--- config.mk ---
export PLATFORM = sky130hd
export DESIGN_NAME = ordered_list_engine_unit
export DESIGN_NICKNAME = d
export VERILOG_FILES = /design/src/sv/olist_pkg.sv /design/src/sv/ordered_list_engine_unit.sv /design/src/sv/olist_store.sv /design/src/sv/olist_ctrl.sv
export SDC_FILE = /design/constraint.sdc
export NUM_CORES = 2
export LEC_CHECK = 0
export ABC_AREA = 0
export BUFFER_PORTS_ARGS = -buffer_cell sky130_fd_sc_hd__buf_2
export CAP_MARGIN = 5
export CORE_MARGIN = 3
export CORE_UTILIZATION = 40
export DETAILED_ROUTE_END_ITERATION = 8
export SLEW_MARGIN = 20
export SYNTH_ARGS = -nofsm -noshare
export SYNTH_HDL_FRONTEND = slang
export SYNTH_SLANG_ARGS = --single-unit
export TNS_END_PERCENT = 50
--- constraint.sdc ---
create_clock -name clk_i -period 12.25 [get_ports clk_i]
set_input_delay 0.6125 -clock clk_i [delete_from_list [all_inputs] [get_ports clk_i]]
set_output_delay 0.6125 -clock clk_i [all_outputs]
set_load 0.01 [all_outputs]
--- src/sv/olist_pkg.sv ---
// Package: types, codes and widths of the ordered list engine
`timescale 1ns / 1ps

package olist_pkg;

  localparam int CAPACITY_DEF = 32;
  localparam int SLOT_MAX_W   = 11;

  localparam int FUNC_W   = 3;
  localparam int VALUE_W  = 32;
  localparam int POS_W    = 6;
  localparam int STATUS_W = 2;
  localparam int LEN_W    = 6;

  localparam int IN_DATA_W  = 40;
  localparam int IN_USER_W  = 3;
  localparam int OUT_DATA_W = 40;
  localparam int OUT_USER_W = 3;

  typedef enum logic [FUNC_W-1:0] {
    FN_APPEND  = 3'd0,
    FN_PREPEND = 3'd1,
    FN_INSERT  = 3'd2,
    FN_REMOVE  = 3'd3,
    FN_FIND    = 3'd4,
    FN_READ    = 3'd5,
    FN_CLEAR   = 3'd6
  } olist_func_e;

  typedef enum logic [STATUS_W-1:0] {
    STAT_OK        = 2'd0,
    STAT_NOT_FOUND = 2'd1,
    STAT_FULL      = 2'd2,
    STAT_BAD_POS   = 2'd3
  } olist_status_e;

  typedef enum logic [2:0] {
    S_IDLE,
    S_START,
    S_WALK,
    S_SCAN,
    S_PLACE,
    S_FIX,
    S_UNLINK,
    S_DONE
  } olist_state_e;

  typedef struct packed {
    logic [SLOT_MAX_W-1:0] rd_addr;
    logic                  val_we;
    logic [SLOT_MAX_W-1:0] val_addr;
    logic [VALUE_W-1:0]    val_wdata;
    logic                  lnk_we;
    logic [SLOT_MAX_W-1:0] lnk_addr;
    logic [SLOT_MAX_W-1:0] lnk_wdata;
  } olist_mem_req_t;

endpackage

--- src/sv/ordered_list_engine_unit.sv ---
// Clear and rejected operations go straight to the result; the longest operation is an
// insert walking the whole chain, then scanning the used map for a free slot.
// Throughput: one item at a time; the chain is walked one slot per cycle through
// the read port of the slot memories, and the free-slot scan takes one slot per cycle.
// Reset: list empty, used map cleared; slot memories are not cleared.
`timescale 1ns / 1ps

module ordered_list_engine_unit import olist_pkg::*; #(
  parameter int CAPACITY = CAPACITY_DEF
) (
  input  logic                  clk_i,
  input  logic                  rst_ni,
  input  logic                  s_axis_tvalid,
  output logic                  s_axis_tready,
  input  logic [IN_DATA_W-1:0]  s_axis_tdata,   // value[31:0], position[37:32]
  input  logic [IN_USER_W-1:0]  s_axis_tuser,   // func[2:0]
  output logic                  m_axis_tvalid,
  input  logic                  m_axis_tready,
  output logic [OUT_DATA_W-1:0] m_axis_tdata,   // data[31:0], length[37:32]
  output logic [OUT_USER_W-1:0] m_axis_tuser    // status[1:0], found[2]
);

  olist_mem_req_t        mem_req;
  logic [VALUE_W-1:0]    val_rdata;
  logic [SLOT_MAX_W-1:0] lnk_rdata;
  logic [STATUS_W-1:0]   status;
  logic                  found;
  logic [VALUE_W-1:0]    data;
  logic [LEN_W-1:0]      length;

  olist_ctrl #(
    .CAPACITY(CAPACITY)
  ) u_ctrl (
    .clk_i      (clk_i),
    .rst_ni     (rst_ni),
    .in_valid_i (s_axis_tvalid),
    .in_ready_o (s_axis_tready),
    .func_i     (s_axis_tuser[FUNC_W-1:0]),
    .value_i    (s_axis_tdata[VALUE_W-1:0]),
    .pos_i      (s_axis_tdata[VALUE_W+POS_W-1:VALUE_W]),
    .out_valid_o(m_axis_tvalid),
    .out_ready_i(m_axis_tready),
    .status_o   (status),
    .found_o    (found),
    .data_o     (data),
    .length_o   (length),
    .mem_req_o  (mem_req),
    .val_rdata_i(val_rdata),
    .lnk_rdata_i(lnk_rdata)
  );

  olist_store #(
    .CAPACITY(CAPACITY)
  ) u_store (
    .clk_i      (clk_i),
    .req_i      (mem_req),
    .val_rdata_o(val_rdata),
    .lnk_rdata_o(lnk_rdata)
  );

  assign m_axis_tdata = {{(OUT_DATA_W - VALUE_W - LEN_W){1'b0}}, length, data};
  assign m_axis_tuser = {found, status};

endmodule

--- src/sv/olist_store.sv ---
// Slot store: value and link memories, one write and one registered read each
`timescale 1ns / 1ps

module olist_store import olist_pkg::*; #(
  parameter int CAPACITY = CAPACITY_DEF
) (
  input  logic                  clk_i,
  input  olist_mem_req_t        req_i,
  output logic [VALUE_W-1:0]    val_rdata_o,
  output logic [SLOT_MAX_W-1:0] lnk_rdata_o
);

  localparam int ADDR_W = $clog2(CAPACITY);
  localparam int SLOT_W = $clog2(CAPACITY + 1);

  logic [VALUE_W-1:0] val_mem [CAPACITY];
  logic [SLOT_W-1:0]  lnk_mem [CAPACITY];
  logic [VALUE_W-1:0] val_rdata_q;
  logic [SLOT_W-1:0]  lnk_rdata_q;

  always_ff @(posedge clk_i) begin
    if (req_i.val_we) begin
      val_mem[req_i.val_addr[ADDR_W-1:0]] <= req_i.val_wdata;
    end
    if (req_i.lnk_we) begin
      lnk_mem[req_i.lnk_addr[ADDR_W-1:0]] <= req_i.lnk_wdata[SLOT_W-1:0];
    end
    val_rdata_q <= val_mem[req_i.rd_addr[ADDR_W-1:0]];
    lnk_rdata_q <= lnk_mem[req_i.rd_addr[ADDR_W-1:0]];
  end

  assign val_rdata_o = val_rdata_q;
  assign lnk_rdata_o = SLOT_MAX_W'(lnk_rdata_q);

endmodule

--- src/sv/olist_ctrl.sv ---
// Sequencer: chain walk, free-slot scan, link updates and result register
`timescale 1ns / 1ps

module olist_ctrl import olist_pkg::*; #(
  parameter int CAPACITY = CAPACITY_DEF
) (
  input  logic                  clk_i,
  input  logic                  rst_ni,
  input  logic                  in_valid_i,
  output logic                  in_ready_o,
  input  logic [FUNC_W-1:0]     func_i,
  input  logic [VALUE_W-1:0]    value_i,
  input  logic [POS_W-1:0]      pos_i,
  output logic                  out_valid_o,
  input  logic                  out_ready_i,
  output logic [STATUS_W-1:0]   status_o,
  output logic                  found_o,
  output logic [VALUE_W-1:0]    data_o,
  output logic [LEN_W-1:0]      length_o,
  output olist_mem_req_t        mem_req_o,
  input  logic [VALUE_W-1:0]    val_rdata_i,
  input  logic [SLOT_MAX_W-1:0] lnk_rdata_i
);

  localparam int ADDR_W = $clog2(CAPACITY);
  localparam int SLOT_W = $clog2(CAPACITY + 1);
  localparam int CNT_W  = SLOT_W;
  localparam int CMP_W  = (CNT_W > POS_W) ? CNT_W : POS_W;
  localparam logic [SLOT_W-1:0] NULL_SLOT = SLOT_W'(CAPACITY);
  localparam logic [CNT_W-1:0]  CAP_CNT   = CNT_W'(CAPACITY);

  olist_state_e        state_q, state_d;
  olist_func_e         func_q, func_d;
  logic [VALUE_W-1:0]  val_q, val_d;
  logic [POS_W-1:0]    pos_q, pos_d;
  logic [SLOT_W-1:0]   cur_q, cur_d;
  logic [SLOT_W-1:0]   prev_q, prev_d;
  logic [SLOT_W-1:0]   succ_q, succ_d;
  logic [SLOT_W-1:0]   new_q, new_d;
  logic [CNT_W-1:0]    k_q, k_d;
  logic [ADDR_W-1:0]   scan_q, scan_d;
  logic [SLOT_W-1:0]   first_q, first_d;
  logic [SLOT_W-1:0]   last_q, last_d;
  logic [CNT_W-1:0]    count_q, count_d;
  logic [CAPACITY-1:0] used_q, used_d;
  olist_status_e       status_q, status_d;
  logic                found_q, found_d;
  logic [VALUE_W-1:0]  data_q, data_d;

  logic                out_valid_q, out_valid_d;
  logic [STATUS_W-1:0] out_status_q, out_status_d;
  logic                out_found_q, out_found_d;
  logic [VALUE_W-1:0]  out_data_q, out_data_d;
  logic [LEN_W-1:0]    out_len_q, out_len_d;

  logic [SLOT_W-1:0]   lnk;
  logic                first_null;
  logic                prev_null;
  logic                lnk_null;
  logic                pos_bad;
  logic                at_pos;
  olist_mem_req_t      mreq;

  assign lnk        = lnk_rdata_i[SLOT_W-1:0];
  assign first_null = (first_q >= NULL_SLOT);
  assign prev_null  = (prev_q >= NULL_SLOT);
  assign lnk_null   = (lnk >= NULL_SLOT);
  assign pos_bad    = (pos_q == '0) || (CMP_W'(pos_q) > CMP_W'(count_q));
  assign at_pos     = (CMP_W'(k_q) == CMP_W'(pos_q));

  always_comb begin
    state_d      = state_q;
    func_d       = func_q;
    val_d        = val_q;
    pos_d        = pos_q;
    cur_d        = cur_q;
    prev_d       = prev_q;
    succ_d       = succ_q;
    new_d        = new_q;
    k_d          = k_q;
    scan_d       = scan_q;
    first_d      = first_q;
    last_d       = last_q;
    count_d      = count_q;
    used_d       = used_q;
    status_d     = status_q;
    found_d      = found_q;
    data_d       = data_q;
    out_valid_d  = out_valid_q;
    out_status_d = out_status_q;
    out_found_d  = out_found_q;
    out_data_d   = out_data_q;
    out_len_d    = out_len_q;
    mreq         = '0;
    mreq.rd_addr = SLOT_MAX_W'(cur_q);

    if (out_valid_q && out_ready_i) begin
      out_valid_d = 1'b0;
    end

    case (state_q)
      S_IDLE: begin
        if (in_valid_i) begin
          func_d  = olist_func_e'(func_i);
          val_d   = value_i;
          pos_d   = pos_i;
          state_d = S_START;
        end
      end
      S_START: begin
        status_d     = STAT_OK;
        found_d      = 1'b0;
        data_d       = '0;
        cur_d        = first_q;
        prev_d       = NULL_SLOT;
        k_d          = CNT_W'(1);
        scan_d       = '0;
        mreq.rd_addr = SLOT_MAX_W'(first_q);
        state_d      = S_DONE;
        case (func_q)
          FN_APPEND, FN_PREPEND: begin
            if (count_q >= CAP_CNT) begin
              status_d = STAT_FULL;
            end else begin
              state_d = S_SCAN;
            end
          end
          FN_INSERT: begin
            if (pos_bad) begin
              status_d = STAT_BAD_POS;
            end else if (count_q >= CAP_CNT) begin
              status_d = STAT_FULL;
            end else begin
              state_d = S_WALK;
            end
          end
          FN_REMOVE, FN_FIND: begin
            if (first_null) begin
              status_d = STAT_NOT_FOUND;
            end else begin
              state_d = S_WALK;
            end
          end
          FN_READ: begin
            if (pos_bad) begin
              status_d = STAT_BAD_POS;
            end else begin
              state_d = S_WALK;
            end
          end
          FN_CLEAR: begin
            used_d  = '0;
            first_d = NULL_SLOT;
            last_d  = NULL_SLOT;
            count_d = '0;
          end
          default: begin
          end
        endcase
      end
      S_WALK: begin
        if (func_q == FN_REMOVE || func_q == FN_FIND) begin
          if (val_rdata_i == val_q) begin
            found_d = 1'b1;
            succ_d  = lnk;
            state_d = (func_q == FN_FIND) ? S_DONE : S_UNLINK;
          end else if (lnk_null) begin
            status_d = STAT_NOT_FOUND;
            state_d  = S_DONE;
          end else begin
            prev_d       = cur_q;
            cur_d        = lnk;
            mreq.rd_addr = SLOT_MAX_W'(lnk);
          end
        end else begin
          if (at_pos) begin
            if (func_q == FN_READ) begin
              data_d  = val_rdata_i;
              state_d = S_DONE;
            end else begin
              succ_d  = lnk;
              state_d = S_SCAN;
            end
          end else begin
            cur_d        = lnk;
            k_d          = CNT_W'(k_q + 1'b1);
            mreq.rd_addr = SLOT_MAX_W'(lnk);
          end
        end
      end
      S_SCAN: begin
        if (!used_q[scan_q]) begin
          new_d   = SLOT_W'(scan_q);
          state_d = S_PLACE;
        end else begin
          scan_d = ADDR_W'(scan_q + 1'b1);
        end
      end
      S_PLACE: begin
        used_d[new_q[ADDR_W-1:0]] = 1'b1;
        mreq.val_we    = 1'b1;
        mreq.val_addr  = SLOT_MAX_W'(new_q);
        mreq.val_wdata = val_q;
        mreq.lnk_we    = 1'b1;
        mreq.lnk_addr  = SLOT_MAX_W'(new_q);
        if (func_q == FN_PREPEND && !first_null) begin
          mreq.lnk_wdata = SLOT_MAX_W'(first_q);
        end else if (func_q == FN_INSERT) begin
          mreq.lnk_wdata = SLOT_MAX_W'(succ_q);
        end else begin
          mreq.lnk_wdata = SLOT_MAX_W'(NULL_SLOT);
        end
        if (first_null) begin
          first_d = new_q;
          last_d  = new_q;
          count_d = CNT_W'(count_q + 1'b1);
          state_d = S_DONE;
        end else if (func_q == FN_PREPEND) begin
          first_d = new_q;
          count_d = CNT_W'(count_q + 1'b1);
          state_d = S_DONE;
        end else begin
          state_d = S_FIX;
        end
      end
      S_FIX: begin
        mreq.lnk_we    = 1'b1;
        mreq.lnk_addr  = SLOT_MAX_W'((func_q == FN_APPEND) ? last_q : cur_q);
        mreq.lnk_wdata = SLOT_MAX_W'(new_q);
        if (func_q == FN_APPEND || cur_q == last_q) begin
          last_d = new_q;
        end
        count_d = CNT_W'(count_q + 1'b1);
        state_d = S_DONE;
      end
      S_UNLINK: begin
        if (prev_null) begin
          first_d = succ_q;
        end else begin
          mreq.lnk_we    = 1'b1;
          mreq.lnk_addr  = SLOT_MAX_W'(prev_q);
          mreq.lnk_wdata = SLOT_MAX_W'(succ_q);
        end
        if (cur_q == last_q) begin
          last_d = prev_q;
        end
        used_d[cur_q[ADDR_W-1:0]] = 1'b0;
        count_d = CNT_W'(count_q - 1'b1);
        state_d = S_DONE;
      end
      S_DONE: begin
        if (!out_valid_q || out_ready_i) begin
          out_valid_d  = 1'b1;
          out_status_d = status_q;
          out_found_d  = found_q;
          out_data_d   = data_q;
          out_len_d    = LEN_W'(count_q);
          state_d      = S_IDLE;
        end
      end
      default: begin
        state_d = S_IDLE;
      end
    endcase
  end

  always_ff @(posedge clk_i or negedge rst_ni) begin
    if (!rst_ni) begin
      state_q     <= S_IDLE;
      first_q     <= NULL_SLOT;
      last_q      <= NULL_SLOT;
      count_q     <= '0;
      used_q      <= '0;
      out_valid_q <= 1'b0;
    end else begin
      state_q     <= state_d;
      first_q     <= first_d;
      last_q      <= last_d;
      count_q     <= count_d;
      used_q      <= used_d;
      out_valid_q <= out_valid_d;
    end
  end

  always_ff @(posedge clk_i) begin
    func_q       <= func_d;
    val_q        <= val_d;
    pos_q        <= pos_d;
    cur_q        <= cur_d;
    prev_q       <= prev_d;
    succ_q       <= succ_d;
    new_q        <= new_d;
    k_q          <= k_d;
    scan_q       <= scan_d;
    status_q     <= status_d;
    found_q      <= found_d;
    data_q       <= data_d;
    out_status_q <= out_status_d;
    out_found_q  <= out_found_d;
    out_data_q   <= out_data_d;
    out_len_q    <= out_len_d;
  end

  assign in_ready_o  = (state_q == S_IDLE);
  assign out_valid_o = out_valid_q;
  assign status_o    = out_status_q;
  assign found_o     = out_found_q;
  assign data_o      = out_data_q;
  assign length_o    = out_len_q;
  assign mem_req_o   = mreq;

endmodule

=== Word level (Yosys, flattened, before mapping) ===
Memory sizes are Yosys's and may differ from the RTL's. A register that Yosys moved wholly into a read port is not among the register bits.
Index checks and enable logic that the tools add are counted.

* RAM bits: 1,216
* Register bits: 205
* Memories kept: 2
* Logic and storage cells: 212
* Input port bits: 47
* Output and inout port bits: 45

* Bitwise logic cells: 4
* Add/sub/neg operators: 4
* $lt $le $gt $ge: 10
* Muxes and demuxes: 91
* Reduce and logical (&&, ||, !) cells: 37
* Equality and inequality tests: 42

{| class="wikitable"
|+ Memories
! memory !! words !! bits a word !! rd ports !! clocked after Yosys merged registers in !! wr ports !! line !! source
|-
| u_store.val_mem || 32 || 32 || 1 || 1 || 1 || olist_store.sv:16 || <nowiki>logic [VALUE_W-1:0] val_mem [CAPACITY];</nowiki>
|-
| u_store.lnk_mem || 32 || 6 || 1 || 1 || 1 || olist_store.sv:17 || <nowiki>logic [SLOT_W-1:0] lnk_mem [CAPACITY];</nowiki>
|}

{| class="wikitable"
|+ Operator list
! operator !! count
|-
| $mux W6 || 26
|-
| $mux W32 || 4
|-
| $pmux W32 S3 || 1
|-
| $pmux W23 S3 || 1
|-
| $pmux W32 S2 || 1
|-
| $pmux W6 S4 || 2
|-
| $mux W44 || 1
|-
| $mux W3 || 14
|-
| $pmux W6 S2 || 3
|-
| $and A32 B32 Y32 || 1
|-
| $eq A32 B32 Y1 || 1
|-
| $not A32 Y32 || 1
|-
| $or A32 B32 Y32 || 1
|-
| $mux W5 || 5
|-
| $ge A6 B6 Y1 const B || 4
|-
| $ne A2 B1 Y1 const B || 12
|-
| $reduce_and A4 Y1 || 6
|-
| $mux W23 || 1
|-
| $eq A3 B3 Y1 const B || 7
|-
| $pmux W3 S7 || 1
|-
| $pmux W5 S2 || 2
|-
| $lt A5 B6 Y1 const B || 3
|-
| $pmux W6 S3 || 1
|-
| $ne A2 B2 Y1 const B || 8
|-
| other kinds (32) || 81
|}

=== Depth between registers and ports, before layout ===
* Depth after elaboration: 7
* Gate-level depth with buffers: 17
* Depth with buffers taken out: 12

=== Modules after synthesis ===
From an unflattened synthesis, not the netlist that was laid out.

* Cells, all modules: 3,598
* Area total of the unflattened synthesis: 58,372.2 µm²

{| class="wikitable"
|+ Modules (own cells, without submodules)
! module !! instances !! sequential area each (µm²) !! cells an instance !! area each (µm²)
|-
| olist_store || 1 || 37,275.8 || 2,727 || 48,385.2
|-
| olist_ctrl || 1 || 5,888.1 || 867 || 9,960.8
|-
| ordered_list_engine_unit || 1 || 0.0 || 4 || 26.3
|}

=== Worst setup path after synthesis ===
No wires, ideal clock.

* Kind: register to register
* From: register u_ctrl.state_q[0]
* To: memory u_store.val_mem[22][0], enable pin
* Setup slack: 8.055 ns
* Period minus slack after synthesis: 4.195 ns
* Data required time: 11.780 ns
* Setup time: 0.470 ns
* Arrival time: 3.724 ns
* Path buffers: 2
* Cell stages (with the launch flop): 6
* Cell sequence: dfrtp_1 clkbuf_1 clkbuf_1 nor2_1 nand4b_1 nor3b_1

* Word-level cells in the longest chain between the ends: 4

{| class="wikitable"
|+ Ends and longest elaborated chain
! element !! line !! source
|-
| from (decl) || olist_ctrl.sv:32 || <nowiki>olist_state_e state_q, state_d;</nowiki>
|-
| from (signal assigned) || olist_ctrl.sv:276 || <nowiki>state_q <= state_d;</nowiki>
|-
| $eq A3 B3 Y1 * || olist_ctrl.sv:101 || <nowiki>case (state_q)</nowiki>
|-
| $mux W44 * || olist_ctrl.sv:101 ||
|-
| $mux W1 || olist_store.sv:22 || <nowiki>if (req_i.val_we) begin</nowiki>
|-
| $mux W1 (not written as such) || olist_store.sv:23 || <nowiki>val_mem[req_i.val_addr[ADDR_W-1:0]] <= req_i.val_wdata;</nowiki>
|-
| to (decl) || olist_store.sv:16 ||
|}

Mark *: on every way between the ends. The rest lies on a longest branch, timed or not.

=== Worst setup path in the final report ===
* From: register u_ctrl.state_q[2]
* To: register u_store.val_rdata_q[12], in the netlist u_store.val_rdata_o[12], read port of u_store.val_mem

* Word-level cells in the longest chain between the ends: 2
* Elaborated cells on any way between the ends: 3
* Classes of those cells: 2 x eq/ne; 1 x mux

{| class="wikitable"
|+ Ends and longest elaborated chain
! element !! line !! source
|-
| $eq A3 B2 Y1 or $eq A3 B1 Y1 (tied branches) || olist_ctrl.sv:101 ||
|-
| $pmux W5 S2 * || olist_ctrl.sv:101 ||
|-
| to (decl) || olist_store.sv:18 || <nowiki>logic [VALUE_W-1:0] val_rdata_q;</nowiki>
|}

Marks and branches as above.
A chain may end at the register's enable or synchronous reset.

==> summary.md <==
| Metric | Value |
|---|---|
| Slew margin rel. | 23.4% |
| Core area | around 140,000 um2 |
| P per Cell Area | about 280 nW/um2 |
| Die outline width | 389 um |
| Routed WL | between 150,000 and 200,000 um |
| Post-Syn Instances | 4,263 |
| Initial antenna violation count | 9 |
| Nets | around 4,400 |
| Fin. max-slew vios | 0 |
| Iter 0 DRT Violations | roughly 4,500 |
| Root Buffer | clkbuf_16 |
| Largest net degree at the start of global routing | 161 |
| Max clock buf depth | 3 |
| Filler Cells Inserted | approximately 12,000 |
| Synth cell types | between 90 and 100 |
| I/O Buffers | between 80 and 90 |
| H-tree Lvls | 4 |
| Clk sinks | 1,459 |
| Worst-path maximum fanout | slightly below 90 |
| Layout overhead on the synthesized area | 13.6% |
| Clk Latency, worst-skew pair | approximately 0.79 ns |
| FMAX | ~160 MHz |
| Worst-margin pin slew | around 1.1 ns |
| Met2 Use GR | about a third |
| Layout Utilization | 46.1% |
| Hold Path Class | in -> async |
| Part of the cycle the worst path needs | approximately half |
| CP arrival | ~7.0 ns |
| Initial core utilization | between 40% and 50% |
| Worst Setup End Kind | flop |
| Global-route wire length before repair | about 240,000 um |
| CTS tree | yes |
| Number of synthesized flops with an enable pin | around 1,400 |
| Seq/Total Area, Yosys | approximately three quarters |
| Gr busiest metal | met2 |
| Post-detailed-route DRC marker count | 0 |
| Synth async-reset ratio | 3.70% |
| Hold_buf cts | 39 |
| RSZ-0062 raised after global routing | no |
| Vias | approximately 37,000 |
| Post-DP HPWL | 90,600 um |
| Multi-input gate area | around 15,000 um2 |
| Number of global-route vias before repair | around 34,000 |
| Hold Violations, Final | 0 |
| Clk slew on worst S/H paths | approximately 0.060 ns |
| Die height | 389 um |
| Total number of yosys warnings | 0 |
| Met3 Track Usage GR | 4.00% |
| Rows | 139 |
| Seq cells post-synth | 1,459 |
| PostCTS Resize Cnt | 0 |
| Post-CTS Setup Inserts | 0 |
| Netlist Area Pre-Place | 58,700 um2 |
| Critical path, cell by cell | or3b_1 > inv_2 > nand3_2 > a21oi_1 > a22o_1 > a2111o_2 > buf_4 > buf_4 > nand2_1 > nand3_1 > a21oi_1 > or4_1 > o211ai_1 |
| Biggest cell delay along the critical path | 0.93 ns |
| Fraction of layout cells with a size suffix above 1 | a little under an eighth |
| Final worst path period need | ~6.3 ns |
| DR vias/cell | about 5.7 |
| M1 GR Usage | between 30 and 40% |
| Worst Path Required | around 13 ns |
| Crit Path Category | reg -> reg |
| Die area | around 150,000 um2 |
| Detail Route Antenna Nets | 0 |
| CTS Buf Count | between 100 and 150 |
| Clk_skew | a little over 0.04 ns |
| DRT Pass-1 Iters | 8 |
| Slowest cell on crit path | buf_4 |
| Worst setup SP type | flop |
| Gpl congestion | approximately 0.85 |
| Status | completed |
| Pwr Total | 0.0188 W |
| Avg Synthesized Cell Area | between 10 and 15 um2 |
| P_leak | about 23 nW |
| WHS | 0.0120 ns |
| GR Overflow Total | 0 |
| WL per Instance | between 20 and 30 um |
| Sequential Area | between 40,000 and 50,000 um2 |
| Overall Global Routing Usage | between 20% and 30% |
| Main synth FF type | edfxtp_1 |
| Post-Route Setup TNS | 0 ns |
| Max Cap Viol | 0 |
| VDD IR-drop max | approximately 0.00063 V |
| Final setup viols | 0 |
| I/O pin cnt | between 90 and 100 |
-- layout by cell type, fill, tap and decap left out, types with 38 or more instances in the layout --
master / instances
and2_1: 73
clkbuf_16: 148
a21oi_1: 134
nor2_1: 126
mux2i_1: 125
edfxtp_1: 1367
buf_2: 87
a221oi_1: 40
nand2_1: 950
o21ai_0: 43
xnor2_1: 46
nand3_1: 355
buf_4: 88
o22ai_1: 38
dfxtp_1: 38
clkbuf_1: 41
dlygate4sd3_1: 39
dfrtp_1: 52
and3_1: 44
-- critical path: cells and delay by family (launching register included) --
family | cells | cell delay, ns
AND/OR/NAND/NOR | 5 | 1.82
flip-flops | 1 | 0.65
AO/OA/AOI/OAI | 5 | 1.23
buffers and inverters | 3 | 2.38
-- where the power goes --
part / internal [W] / switching (W) / leakage (nW)
logic: 0.00244 / 0.00559 / 7.07
clock network: 0.00257 / 0.00187 / 2.28
registers: 0.00599 / 0.000321 / 13.6
total: 0.0110 / 0.00778 / 22.9
-- kinds of logic (layout without fill, tap and decap cells) --
family          Yosys count  after routing  share of synthesized area (%)
other cells               1              6                        0.00639
flops                  1459           1459                           73.6
fa+ha+maj                13             13                          0.290
buf+inv                 298            519                           2.29
xor+xnor                 56             56                          0.836
compound gates          569            569                           7.12
simple gates           1704           1704                           12.8
mux                     163            163                           3.05
-- stage by stage --
stage          instances  instance area, um2  setup slack (ns)
6_report            6392               66600              5.94
5_1_grt             6388               66600              5.63
3_3_place_gp        6080               61400              6.12
4_1_cts             6383               66500              6.11
3_5_place_dp        6081               61400              6.11
2_1_floorplan       4264               58700              8.06
-- cells in the mapped netlist (6+ instances only) --
master	instances	area share (%)
edfxtp_1	1367	70
nand2_1	951	6.1
nand3_1	355	3.0
nor2_1	159	1.0
a21oi_1	134	1.1
mux2i_1	125	2.1
buf_2	114	0.97
clkbuf_1	108	0.69
and2_1	78	0.83
dfrtp_1	52	2.2
o21ai_0	49	0.42
xnor2_1	46	0.69
and3_1	44	0.47
a221oi_1	40	0.60
dfxtp_1	38	1.3
o22ai_1	38	0.41
a31oi_1	36	0.38
a21o_1	35	0.45
a32oi_1	34	0.51
inv_1	32	0.20
nand4_1	31	0.33
a311oi_1	30	0.45
mux2_2	28	0.54
o211ai_1	23	0.29
buf_1	22	0.14
a2bb2oi_1	20	0.30
o2111a_1	20	0.38
buf_4	19	0.24
a22oi_1	18	0.23
nor3_1	17	0.15
o22a_1	16	0.24
ha_1	12	0.26
a221oi_2	10	0.26
mux4_2	10	0.38
xor2_1	10	0.15
nand2b_1	9	0.096
or4_1	9	0.12
nor2b_1	8	0.085
a22o_1	7	0.10
nand3b_1	7	0.090
a211oi_1	6	0.077
or3_1	6	0.064
-- layout make-up --
cell class / instances / area share [%]
well taps: 1903 / 3.57
repair buffers: 223 / 2.49
flip-flops and latches: 1459 / 64.8
diodes: 4 / 0.0150
multi-input cells: 2507 / 21.9
clock inverters: 70 / 1.20
inverters: 33 / 0.186
clock buffers: 193 / 5.87
-- per-layer routing --
metal | share of wire (%) | wire, um
met5 | 0 | 0
met4 | 2.9 | 4900
met3 | 9.0 | 15100
met2 | 47 | 78800
met1 | 41 | 69200
-- sequential cells by signal, summed over array words and instances (netlist names), 32 cells and up --
name                 count
u_ctrl.data_q           32
u_store.lnk_mem        192
u_ctrl.used_q           32
u_ctrl.val_q            32
u_store.val_mem       1024
u_ctrl.data_o           32
u_store.val_rdata_o     32
-- worst paths after layout --
check,start,cells past startpoint,end,slack [ns]
setup / recovery,u_ctrl.state_q[2],13,u_store.val_rdata_o[12],5.94
hold / removal,rst_ni,2,u_ctrl.first_q[4],0.01
setup reg to reg,u_ctrl.state_q[2],13,u_store.val_rdata_o[12],5.94
hold reg to reg,u_ctrl.data_q[24],0,u_ctrl.data_o[24],0.42
max in group asynchronous,rst_ni,2,u_ctrl.used_q[29],11.72
min in group clk_i,s_axis_tdata[25],1,u_ctrl.val_q[25],0.09
Power figures use the tool's default switching activity.
